### src/rtl/zbdt_pkg.sv
// ----------------------------------------------------------------------------
// zbdt_pkg
// shared constants, command and status types of the depth test block
// ----------------------------------------------------------------------------
package zbdt_pkg;

  localparam int MAX_WIDTH   = 512;
  localparam int MAX_HEIGHT  = 512;
  localparam int DEPTH_BITS  = 24;
  localparam int TEX_DIM_MAX = 1024;

  localparam int SCR_W   = 10;   // screen register width
  localparam int POS_W   = 10;
  localparam int ZIN_W   = 24;   // depth field on the port
  localparam int PERSP_W = 32;
  localparam int TEX_W   = 11;   // texture size field, also quotient bits
  localparam int ID_W    = 8;
  localparam int TXL_W   = 10;   // texel address on the port
  localparam int FBO_W   = 18;

  // offset arithmetic, wide enough for the largest store (2^18 entries)
  localparam int OFF_W  = 26;
  localparam int PROD_W = PERSP_W + TEX_W + 1;
  localparam int REM_W  = PERSP_W + TEX_W;

  localparam int ADDR_BITS = 3;
  localparam int DATA_BITS = 32;
  localparam logic REG_SCREEN_WIDTH  = 1'b0;
  localparam logic REG_SCREEN_HEIGHT = 1'b1;
  localparam logic [SCR_W-1:0] SCREEN_RESET = 10'd512;

  localparam logic OP_FRAGMENT = 1'b0;
  localparam logic OP_CLEAR    = 1'b1;

  typedef struct packed {
    logic load;
    logic calc;
    logic rd;
    logic wr_frag;
    logic clr_wr;
    logic div_start;
    logic div_step;
    logic out_load;
  } zbdt_cmd_t;

  typedef struct packed {
    logic op_clear;
    logic frag_ok;
    logic pass;
    logic clr_last;
    logic div_last;
    logic out_busy;
  } zbdt_status_t;

endpackage

### src/rtl/zbdt_ctrl.sv
// ----------------------------------------------------------------------------
// zbdt_ctrl
// sequencer: clear sweep, fragment address, depth read-modify-write, divide
// ----------------------------------------------------------------------------
module zbdt_ctrl (
  input  logic                  clk,
  input  logic                  rst,
  input  logic                  in_valid,
  output logic                  in_ready,
  output zbdt_pkg::zbdt_cmd_t    cmd,
  input  zbdt_pkg::zbdt_status_t st
);

  localparam logic [2:0] S_CLEAR = 3'd0;
  localparam logic [2:0] S_IDLE  = 3'd1;
  localparam logic [2:0] S_ADDR  = 3'd2;
  localparam logic [2:0] S_READ  = 3'd3;
  localparam logic [2:0] S_CMP   = 3'd4;
  localparam logic [2:0] S_DIV   = 3'd5;
  localparam logic [2:0] S_DONE  = 3'd6;

  logic [2:0] state;
  logic [2:0] state_next;

  always_ff @(posedge clk) begin
    if (rst) begin
      state <= S_CLEAR;
    end else begin
      state <= state_next;
    end
  end

  assign in_ready = (state == S_IDLE);

  always_comb begin
    cmd        = '0;
    state_next = state;
    unique case (state)
      S_CLEAR: begin
        cmd.clr_wr = 1'b1;
        if (st.clr_last) begin
          state_next = S_IDLE;
        end
      end
      S_IDLE: begin
        if (in_valid) begin
          cmd.load   = 1'b1;
          state_next = st.op_clear ? S_CLEAR : S_ADDR;
        end
      end
      S_ADDR: begin
        cmd.calc   = 1'b1;
        state_next = S_READ;
      end
      S_READ: begin
        if (st.frag_ok) begin
          cmd.rd     = 1'b1;
          state_next = S_CMP;
        end else begin
          state_next = S_IDLE;
        end
      end
      S_CMP: begin
        if (st.pass) begin
          cmd.wr_frag   = 1'b1;
          cmd.div_start = 1'b1;
          state_next    = S_DIV;
        end else begin
          state_next = S_IDLE;
        end
      end
      S_DIV: begin
        cmd.div_step = 1'b1;
        if (st.div_last) begin
          state_next = S_DONE;
        end
      end
      S_DONE: begin
        if (!st.out_busy) begin
          cmd.out_load = 1'b1;
          state_next   = S_IDLE;
        end
      end
      default: begin
        state_next = S_IDLE;
      end
    endcase
  end

endmodule

### config.mk
export PLATFORM = sky130hd
export DESIGN_NAME = zbdt_ctrl
export DESIGN_NICKNAME = d
export VERILOG_FILES = /design/src/rtl/zbdt_pkg.sv /design/src/rtl/zbdt_ctrl.sv
export SDC_FILE = /design/constraint.sdc
export NUM_CORES = 1
export LEC_CHECK = 0
export ABC_CLOCK_PERIOD_IN_PS = 1400
export BUFFER_PORTS_ARGS = -buffer_cell sky130_fd_sc_hd__buf_2
export CAP_MARGIN = 0
export CELL_PAD_IN_SITES_DETAIL_PLACEMENT = 1
export CELL_PAD_IN_SITES_GLOBAL_PLACEMENT = 1
export CORE_AREA = 2 2 39 41
export DETAILED_ROUTE_END_ITERATION = 16
export DIE_AREA = 0 0 41 43
export PLACE_DENSITY_LB_ADDON = 0.1
export SYNTH_ARGS = -nofsm -noshare
export SYNTH_HDL_FRONTEND = slang
export SYNTH_SLANG_ARGS = --single-unit
### constraint.sdc
create_clock -name clk -period 1.4 [get_ports clk]
set_input_delay 0.21 -clock clk [delete_from_list [all_inputs] [get_ports clk]]
set_output_delay 0.21 -clock clk [all_outputs]
set_load 0.005 [all_outputs]
# --- After elaboration in Yosys (flattened, before gate mapping) ---
# Index checks and enable logic that the tools add are counted.
op_classes:
  shifts: 0
  n_reduce_logical: 2
  muxes: 19
  multipliers: 0
  magnitude_cmp: 0
  eq_ne: 10
  div: 0
  n_bitwise: 0
  n_addsub: 0
op_table:
  columns: ["op", "n"]
  rows:
  - ["3-bit case mux with 7 select lines", 1]
  - ["3-bit 2-to-1 mux", 6]
  - ["1-bit 2-to-1 mux", 11]
  - ["3-bit == test (second input constant)", 3]
  - ["2-bit inequality test (second input constant)", 4]
  - ["3-bit by 2-bit == test with 1-bit output (second input constant)", 2]
  - ["4-bit AND reduction", 1]
  - ["3-bit by 1-bit == test with 1-bit output (second input constant)", 1]
  - ["3-bit logical NOT", 1]
  - ["2-bit 2-to-1 mux", 1]
word_totals:
  latch_bits: 0
  mem_bits_rw: 0
  rom_bits: 0
  memories: 0
  register_bits: 3
  elab_cells: 32

# --- Logic depth before layout (Yosys ltp) ---
# Gate-level depths: netlist of the first run.
depth:
  word_depth: 3
  depth_mapped: 5

# --- Least setup slack after synthesis of the first run ---
# OpenSTA, ideal clock, no wires.
synth_path:
  path_type: "flip-flop to flip-flop"
  from: "register state[0]"
  to: "register state[0]"
  path_buffers: 1
  setup_ns: 0.121
  arrival_ns: 1.243
  required_ns: 1.279
  stages_incl_launch_ff: 6
  path_slack_ns: 0.036
  period_less_slack_ns: 1.364
  path_cell_list: "dfxtp_1 -> buf_4 -> inv_2 -> a41oi_1 -> nor2b_1 -> mux2_4"
synth_between:
  elab_chain_len: 3
synth_rtl:
  columns: ["element", "line", "rtl"]
  rows:
  - ["start, declared", "zbdt_ctrl.sv:22", "logic [2:0] state;"]
  - ["start signal, assigned", "zbdt_ctrl.sv:29", "state <= state_next;"]
  - ["3-bit == test (tied with other cells)", "zbdt_ctrl.sv:38", "unique case (state)"]
  - ["2-bit inequality test (no line)", null, null]
  - ["4-bit AND reduction (no line)", null, null]
# Parallel ways exist; a longest one is shown, timed or not.
# A chain may end at the register's enable or synchronous reset.

==> results.py, run 1 <==
metrics = {
    "worst_setup_path": {
        "required_ns": 1.19,
        "cp_max_fo": 3,
        "r2r_start": "state[1]",
        "path_class": "reg2out",
        "path_delay_family": "simple AND/OR/NAND/NOR gates",
        "critical_path.slowest_cell": "or4_4",
        "crit_path_start_kind": "flip-flop",
        "end_kind": "output pin",
        "r2r_cells": 5,
        "critPathBufInv": 3,
        "r2r_setup_slack_ns": -0.06,
        "critPathArrivalTime_ns": 1.34,
        "r2r-end": "state[0]",
        "path_cells": "inv_4 > or4_4 > inv_2 > buf_6",
        "max_stage_delay_ns": 0.53,
    },
    "power": {
        "peakVddDrop_mv": 0.802,
        "p_leak_nw": 0.330,
        "power.density_nw_per_um2": 2060,
    },
    "drt": {
        "wire_per_inst_microns": 16.0,
        "ant_nets": 0,
        "drcViolationCount": 0,
        "wirelength_microns": 1410,
        "drt_iter0_markers": 2,
        "routed_via_density": 5.01,
        "vias": 441,
        "drt-pass1-iter-count": 2,
    },
    "synthesis": {
        "ys_warn_count": 0,
        "ys_seq_elements": 3,
        "synth_top_area_share_pct": 19.9,
        "netlist_area_sq_um": 302,
        "syn_nets": 46,
        "ys_seq_area_share_pct": 19.9,
        "synth.avg_cell_area_sq_um": 8.15,
        "synth_cell_type_count": 27,
        "synth_area_leaders": "dfxtp_1 20%, buf_4 7.5%, nor3_1 5.0%",
        "yosysTopAreaCell": "dfxtp_1",
        "synthCells": 37,
    },
    "die": {
        "core.rowCount": 14,
        "ios": 18,
        "die_x_microns": 41,
        "coreArea_sq_um": 1380,
        "dieArea_sq_um": 1760,
        "start_util_pct": 21.8,
        "die_h_microns": 43,
    },
    "cells_and_area": {
        "top_regs": "state x3",
        "largest_register_ffs": 3,
        "drive_above_1_share_pct": 79.2,
        "layout.nets": 82,
        "area_delta_synth_final_pct": 127,
        "mostFrequentLayoutCells": "16 x buf_2, 11 x buf_4, 5 x buf_6, 3 x clkbuf_4",
        "final_common_cell": "buf_2",
        "largest-register": "state",
        "final_util_pct": 49.4,
        "diodes": 0,
    },
    "sta": {
        "max_freq_mhz": 645,
        "finalHoldViolCount": 0,
        "drv_slew": 0,
        "relSlewSlack_pct": 73.2,
        "tightest_slew_ns": 0.401,
        "period_minus_slack_ns": 1.55,
        "layout_setup_ws_ns": -0.150,
        "finalSetupViolCount": 5,
        "finalClockSkew_ns": 0.00726,
        "fin_crit_sh_pct": 111,
        "grt_setup_unrepaired": "true",
    },
    "place": {
        "dp_slack_ns": -0.0346,
        "port_buffers": 17,
        "place_congestion": 0.836,
        "dpl.hpwl_microns": 863,
    },
    "flow_run": {
        "drv_cap": 0,
    },
    "clocking": {
        "hold_buffers": 0,
        "clk_latency_ns": 0.24,
        "cts_tree": "done",
        "clk_pin_slew_ns": 0.05,
        "clock-sinks": 3,
        "clock_tree.root_cell": "clkbuf_4",
        "htree_levels": 1,
        "cts-buffers-inserted": 3,
        "clock_path_buffers": 2,
    },
    "worst_hold_path": {
        "hold_path.class": "in2reg",
        "hold_start": "rst",
        "min_to": "state[1]",
        "min_path_cells": 2,
    },
    "grt": {
        "first_global_vias": 446,
        "grt_max_degree": 10,
        "overflow": 0,
        "grt_pass1_wl_microns": 2040,
        "grt_usage_pct": 17.0,
        "antenna_found_initial": 0,
    },
    "run_status": {
        "violations": "negative setup slack",
        "run_status": "finished with violations",
    },
}
-- metrics by stage --
stage / hold slack [ns] / setup TNS, ns / power (mW) / cell area [sq um] / cells
after floorplan: 0.282 / 0 / 0.494 / 302 / 37
after global placement: 0.432 / -0.0201 / 0.720 / 440 / 75
after detailed placement: 0.425 / -0.0346 / 0.729 / 440 / 75
after CTS: 0.176 / -0.135 / 1.14 / 579 / 85
after global routing: 0.180 / -0.670 / 1.49 / 683 / 88
final: 0.175 / -0.286 / 1.41 / 683 / 88
-- worst max path at each step --
stage,slack [ns],end,from,cells after the start
CTS,-0.13,cmd[5],state[1],4
floorplan,0.04,state[0],state[0],5
global route,-0.18,cmd[5],state[1],4
global placement,-0.02,state[0],state[2],4
finish,-0.15,cmd[5],state[1],4
detailed placement,-0.03,state[0],state[2],4
-- logic make-up after synthesis --
kind of cell,count (synthesis),synth area share [%]
AO/OA/AOI/OAI,9,21.6
AND/OR/NAND/NOR,16,37.3
buffers and inverters,8,16.2
flip-flops,3,19.9
multiplexers,1,4.98
-- routing by layer --
metal	up-vias	part of all wire, %	track usage [%]	routed length, microns
li1	206	-	-	-
met1	214	39	20.5	550
met2	17	53	28.7	754
met3	4	6.0	2.09	84
met4	0	1.4	6.00	20
met5	-	0	0	0
-- cell usage after synthesis (all sizes together) --
library cell and count:
buf 4, inv 4, nor3 4, dfxtp 3
a2111oi 2, a21oi 2, and2 2, a311oi 1
a31oi 1, a41oi 1, and3 1, and4 1
mux2 1, nand2 1, nand2b 1, nand3b 1
nor2 1, nor2b 1, nor4b 1, o211ai 1
o21ai 1, or3 1, or4 1
-- power by group --
group,switching (mW),internal (mW)
combinational,0.458,0.598
sequential,0.0446,0.137
clock,0.0597,0.108
total,0.562,0.843
-- cell type report --
type | instances | area, sq um
fillers | 167 | 701
repair buffers | 35 | 274
multi-input cells | 26 | 274
inverters | 4 | 20.0
well taps | 16 | 20.0
flip-flops and latches | 3 | 68.8
clock buffers | 4 | 26.3
-- timing repair --
item                       in CTS  in global routing
pin swaps                       6                  4
buffers inserted                6                  2
setup endpoints to repair       3                 11
gates resized for setup        17                 16
gates cloned                    0                  1
Note: power is estimated with default switching activity, not from simulation.
==> run 2, diff against run 1 <==
==> constraint.sdc (replaced) <==
create_clock -name clk -period 1.4 [get_ports clk]
set_input_delay 0.21 -clock clk [delete_from_list [all_inputs] [get_ports clk]]
set_output_delay 0.21 -clock clk [all_outputs]
set_load 0.02 [all_outputs]
==> run 2 against run 1 <==
Against the previous run:
- the flow still finishes with violations (negative setup slack)
- setup slack improved by 0.025 ns
- clock skew barely moved
- final area shrank 10%
- count of clock-buffer cells in the layout unchanged
- register-to-register slack barely moved
- via count down 7.9%
- critical path type unchanged
- power down 7.5%
- sequential share of layout area grew 1.6 points
- non-clock buffer count is 5 lower
- hold slack worse by 0.0061 ns
==> results.py, run 2 (synthesis results as in run 1) <==
metrics = {
    "die": {
        "die_h_microns": 43,
        "ios": 18,
        "start_util_pct": 21.8,
        "die_x_microns": 41,
        "core.rowCount": 14,
        "coreArea_sq_um": 1380,
        "dieArea_sq_um": 1760,
    },
    "clocking": {
        "htree_levels": 1,
        "clock_path_buffers": 2,
        "hold_buffers": 0,
        "clock-sinks": 3,
        "clock_tree.root_cell": "clkbuf_4",
        "cts_tree": "done",
        "clk_pin_slew_ns": 0.04,
        "clk_latency_ns": 0.25,
        "cts-buffers-inserted": 3,
    },
    "cells_and_area": {
        "largest-register": "state",
        "fillCellCount": 168,
        "largest_register_ffs": 3,
        "final_util_pct": 44.2,
        "top_regs": "state x3",
        "area_delta_synth_final_pct": 103,
        "diodes": 0,
        "layout.nets": 77,
        "mostFrequentLayoutCells": "11 x buf_4, 10 x buf_2, 9 x buf_6, 3 x clkbuf_4, 3 x dfxtp_4",
        "final_common_cell": "buf_4",
        "drive_above_1_share_pct": 76.1,
    },
    "grt": {
        "antenna_found_initial": 0,
        "grt_pass1_wl_microns": 1760,
        "grt_usage_pct": 15.0,
        "first_global_vias": 437,
        "overflow": 0,
        "grt_max_degree": 8,
    },
    "sta": {
        "finalHoldViolCount": 0,
        "grt_setup_unrepaired": "true",
        "fin_crit_sh_pct": 109,
        "finalClockSkew_ns": 0.00750,
        "fin_hold_ws_ns": 0.169,
        "tightest_slew_ns": 0.415,
        "period_minus_slack_ns": 1.52,
        "layout_setup_ws_ns": -0.125,
        "finalSetupViolCount": 4,
        "setup_tns_ns": -0.214,
        "drv_slew": 0,
        "max_freq_mhz": 656,
        "relSlewSlack_pct": 72.3,
    },
    "drt": {
        "ant_nets": 0,
        "drt-pass1-iter-count": 4,
        "wire_per_inst_microns": 13.9,
        "routed_via_density": 4.89,
        "vias": 406,
        "drcViolationCount": 0,
        "wirelength_microns": 1150,
        "drt_iter0_markers": 4,
    },
    "worst_setup_path": {
        "max_stage_delay_ns": 0.48,
        "end_kind": "output pin",
        "crit_path_start_kind": "flip-flop",
        "r2r_cells": 5,
        "critPathArrivalTime_ns": 1.31,
        "critical_path.slowest_cell": "or4_4",
        "path_cells": "inv_2 > or4_4 > inv_2 > buf_6",
        "path_class": "reg2out",
        "cp_max_fo": 4,
        "crit_top_cell": "inv_2",
        "required_ns": 1.19,
    },
    "place": {
        "port_buffers": 17,
        "dpl.hpwl_microns": 800,
        "place_congestion": 0.791,
        "dp_slack_ns": -0.0440,
    },
    "power": {
        "power.density_nw_per_um2": 2130,
        "peakVddDrop_mv": 0.743,
        "p_leak_nw": 0.283,
        "design_power_total_mw": 1.30,
    },
    "flow_run": {
        "drv_cap": 0,
    },
    "worst_hold_path": {
        "min_path_cells": 2,
        "hold_path.class": "in2reg",
    },
    "run_status": {
        "violations": "negative setup slack",
        "run_status": "finished with violations",
    },
}
-- run 2: worst paths after layout --
path	slack [ns]	end	start
min reg2reg	0.63	state[2]	state[2]
max	-0.12	cmd[5]	state[1]
min	0.17	state[1]	rst
max reg2reg	-0.05	state[0]	state[0]
-- run 2: report_power, final --
part | switching, mW | internal (mW)
sequential | 0.0614 | 0.142
combinational | 0.435 | 0.495
clock | 0.0585 | 0.108
-- run 2: timing repair --
item | in CTS | in global routing
resized for setup | 27 | 8
buffers inserted | 3 | 1
pin swaps | 6 | 1
setup endpoints to repair | 8 | 10
-- run 2: metrics by stage --
step | cell area [sq um] | instances
5_1_grt | 612 | 83
4_1_cts | 572 | 82
2_1_floorplan | 307 | 37
6_report | 612 | 83
3_3_place_gp | 445 | 75
3_5_place_dp | 445 | 75
-- run 2: final cells by class --
| class | count | area (sq um) | area share [%] |
|---|---|---|---|
| Multi-Input combinational cell | 26 | 243 | 39.7 |
| Clock buffer | 4 | 26.3 | 4.29 |
| Sequential cell | 3 | 71.3 | 11.7 |
| Tap cell | 16 | 20.0 | 3.27 |
| Inverter | 4 | 17.5 | 2.86 |
| Timing Repair Buffer | 30 | 234 | 38.2 |
-- run 2: layer usage --
metal	wire, microns	up-vias	global-route usage (%)	share of wire [%]
met4	15	0	10.0	1.3
met1	426	191	13.5	37
met5	0	-	0	0
li1	-	196	-	-
met3	65	2	3.66	5.6
met2	647	17	26.9	56
-- run 2: worst max-delay path: cells and delay by family, from the launching register on --
family | cells | cell delay (ns)
simple gates | 1 | 0.48
flops | 1 | 0.36
buf+inv | 3 | 0.22
==> run 3, diff against run 2 <==
--- a/config.mk
+++ b/config.mk
@@ -13,6 +13,7 @@
 export CORE_AREA = 2 2 39 41
 export DETAILED_ROUTE_END_ITERATION = 16
 export DIE_AREA = 0 0 41 43
+export MAX_ROUTING_LAYER = met4
 export PLACE_DENSITY_LB_ADDON = 0.1
 export SYNTH_ARGS = -nofsm -noshare
 export SYNTH_HDL_FRONTEND = slang
==> run 3 against run 2 <==
Against the previous run:
- the run still ends with negative setup slack left
- count of clock-buffer cells in the layout stayed put
- fmax hardly changed
- wire length stayed put
- critical endpoint unchanged
- largest power group unchanged
==> results.py, run 3 (synthesis results as in run 1) <==
metrics = {
    "worst_setup_path": {
        "r2r_cells": 5,
        "required_ns": 1.19,
        "path_class": "reg2out",
        "crit_path_start_kind": "flip-flop",
        "r2r_start": "state[0]",
        "r2r_setup_slack_ns": -0.05,
        "critPathArrivalTime_ns": 1.31,
        "r2r-end": "state[0]",
        "end_kind": "output pin",
        "cp_max_fo": 4,
    },
    "sta": {
        "fin_crit_sh_pct": 109,
        "relSlewSlack_pct": 72.3,
        "max_freq_mhz": 656,
        "drv_slew": 0,
        "tightest_slew_ns": 0.415,
        "grt_setup_unrepaired": "true",
        "finalHoldViolCount": 0,
        "period_minus_slack_ns": 1.52,
        "finalClockSkew_ns": 0.00750,
        "layout_setup_ws_ns": -0.125,
        "finalSetupViolCount": 4,
    },
    "die": {
        "die_h_microns": 43,
        "die_x_microns": 41,
        "core.rowCount": 14,
        "coreArea_sq_um": 1380,
        "start_util_pct": 21.8,
        "dieArea_sq_um": 1760,
        "ios": 18,
    },
    "drt": {
        "routed_via_density": 4.89,
        "drt_iter0_markers": 4,
        "ant_nets": 0,
        "wirelength_microns": 1150,
        "drt-pass1-iter-count": 4,
        "vias": 406,
        "wire_per_inst_microns": 13.9,
        "drcViolationCount": 0,
    },
    "cells_and_area": {
        "final_common_cell": "buf_4",
        "largest_register_ffs": 3,
        "diodes": 0,
        "mostFrequentLayoutCells": "11 x buf_4, 10 x buf_2, 9 x buf_6, 3 x clkbuf_4, 3 x dfxtp_4",
        "area_delta_synth_final_pct": 103,
        "layout.nets": 77,
        "top_regs": "state x3",
        "drive_above_1_share_pct": 76.1,
        "largest-register": "state",
        "fin_cells": 83,
    },
    "clocking": {
        "clock_path_buffers": 2,
        "clk_latency_ns": 0.25,
        "htree_levels": 1,
        "clock_tree.root_cell": "clkbuf_4",
        "cts-buffers-inserted": 3,
        "cts_tree": "done",
        "clock-sinks": 3,
        "clk_pin_slew_ns": 0.04,
    },
    "power": {
        "design_power_total_mw": 1.30,
        "p_leak_nw": 0.283,
        "peakVddDrop_mv": 0.743,
        "power.density_nw_per_um2": 2130,
    },
    "grt": {
        "antenna_found_initial": 0,
        "grt_pass1_wl_microns": 1760,
        "grt_usage_pct": 15.4,
        "first_global_vias": 437,
        "overflow": 0,
        "grt_max_degree": 8,
    },
    "worst_hold_path": {
        "hold_start": "rst",
        "min_path_cells": 2,
        "min_to": "state[1]",
        "hold_path.class": "in2reg",
    },
    "flow_run": {
        "drv_cap": 0,
    },
    "place": {
        "port_buffers": 17,
        "placed_cells": 75,
        "place_congestion": 0.802,
        "dpl.hpwl_microns": 800,
    },
    "run_status": {
        "run_status": "finished with violations",
        "violations": "negative setup slack",
    },
}
[run 3: cell counts in the layout (fill, tap and decap cells not counted)]
Identical to the previous run, type by type.
[run 3: timing repair]
action | in CTS | in global routing
endpoints found under the setup margin | 8 | 10
hold buffers | 0 | 0
setup buffers | 3 | 1
hold endpoints to repair | 0 | 0
pin swaps | 6 | 1
gates resized for setup | 27 | 8
[run 3: worst max-delay path, stage by stage (launching register included)]
cell and delay [ns]:
dfxtp_4 0.36, inv_2 0.04, or4_4 0.48, inv_2 0.07
buf_6 0.11
[run 3: how the worst max path moves through the flow]
stage	from	endpoint	slack [ns]	depth (start not counted)
final	state[1]	cmd[5]	-0.12	4
after global routing	state[1]	cmd[5]	-0.14	4
after CTS	state[0]	cmd[5]	-0.12	4
after detailed placement	state[0]	state[0]	-0.04	4
after global placement	state[0]	state[0]	-0.04	4
after floorplan	state[1]	state[1]	0.02	5
[run 3: layout make-up]
type,instances,area (sq um)
repair buffers,30,234
multi-input cells,26,243
fillers,168,772
well taps,16,20.0
inverters,4,17.5
flip-flops and latches,3,71.3
clock buffers,4,26.3
[run 3: stage by stage]
step	setup TNS [ns]	area, sq um	util, %	hold WS [ns]	setup WS [ns]
2_1_floorplan	0	307	-	0.282	0.0163
3_3_place_gp	-0.0608	445	32.2	0.426	-0.0407
3_5_place_dp	-0.0570	445	32.2	0.434	-0.0440
4_1_cts	-0.139	572	41.3	0.169	-0.119
5_1_grt	-0.406	612	44.2	0.193	-0.141
6_report	-0.214	612	44.2	0.169	-0.125
[run 3: routing by layer]
| layer | vias to the layer above | part of all wire (%) | track usage, % |
|---|---|---|---|
| met5 | - | 0 | - |
| met4 | 0 | 1.3 | 10.0 |
| met3 | 2 | 5.0 | 3.14 |
| met2 | 17 | 56 | 26.9 |
| met1 | 191 | 38 | 13.8 |
| li1 | 196 | - | - |
[run 3: where the power goes]
part	internal (mW)	leakage [nW]	switching [mW]
clock	0.108	0.0150	0.0585
sequential	0.142	0.0267	0.0614
combinational	0.495	0.241	0.435
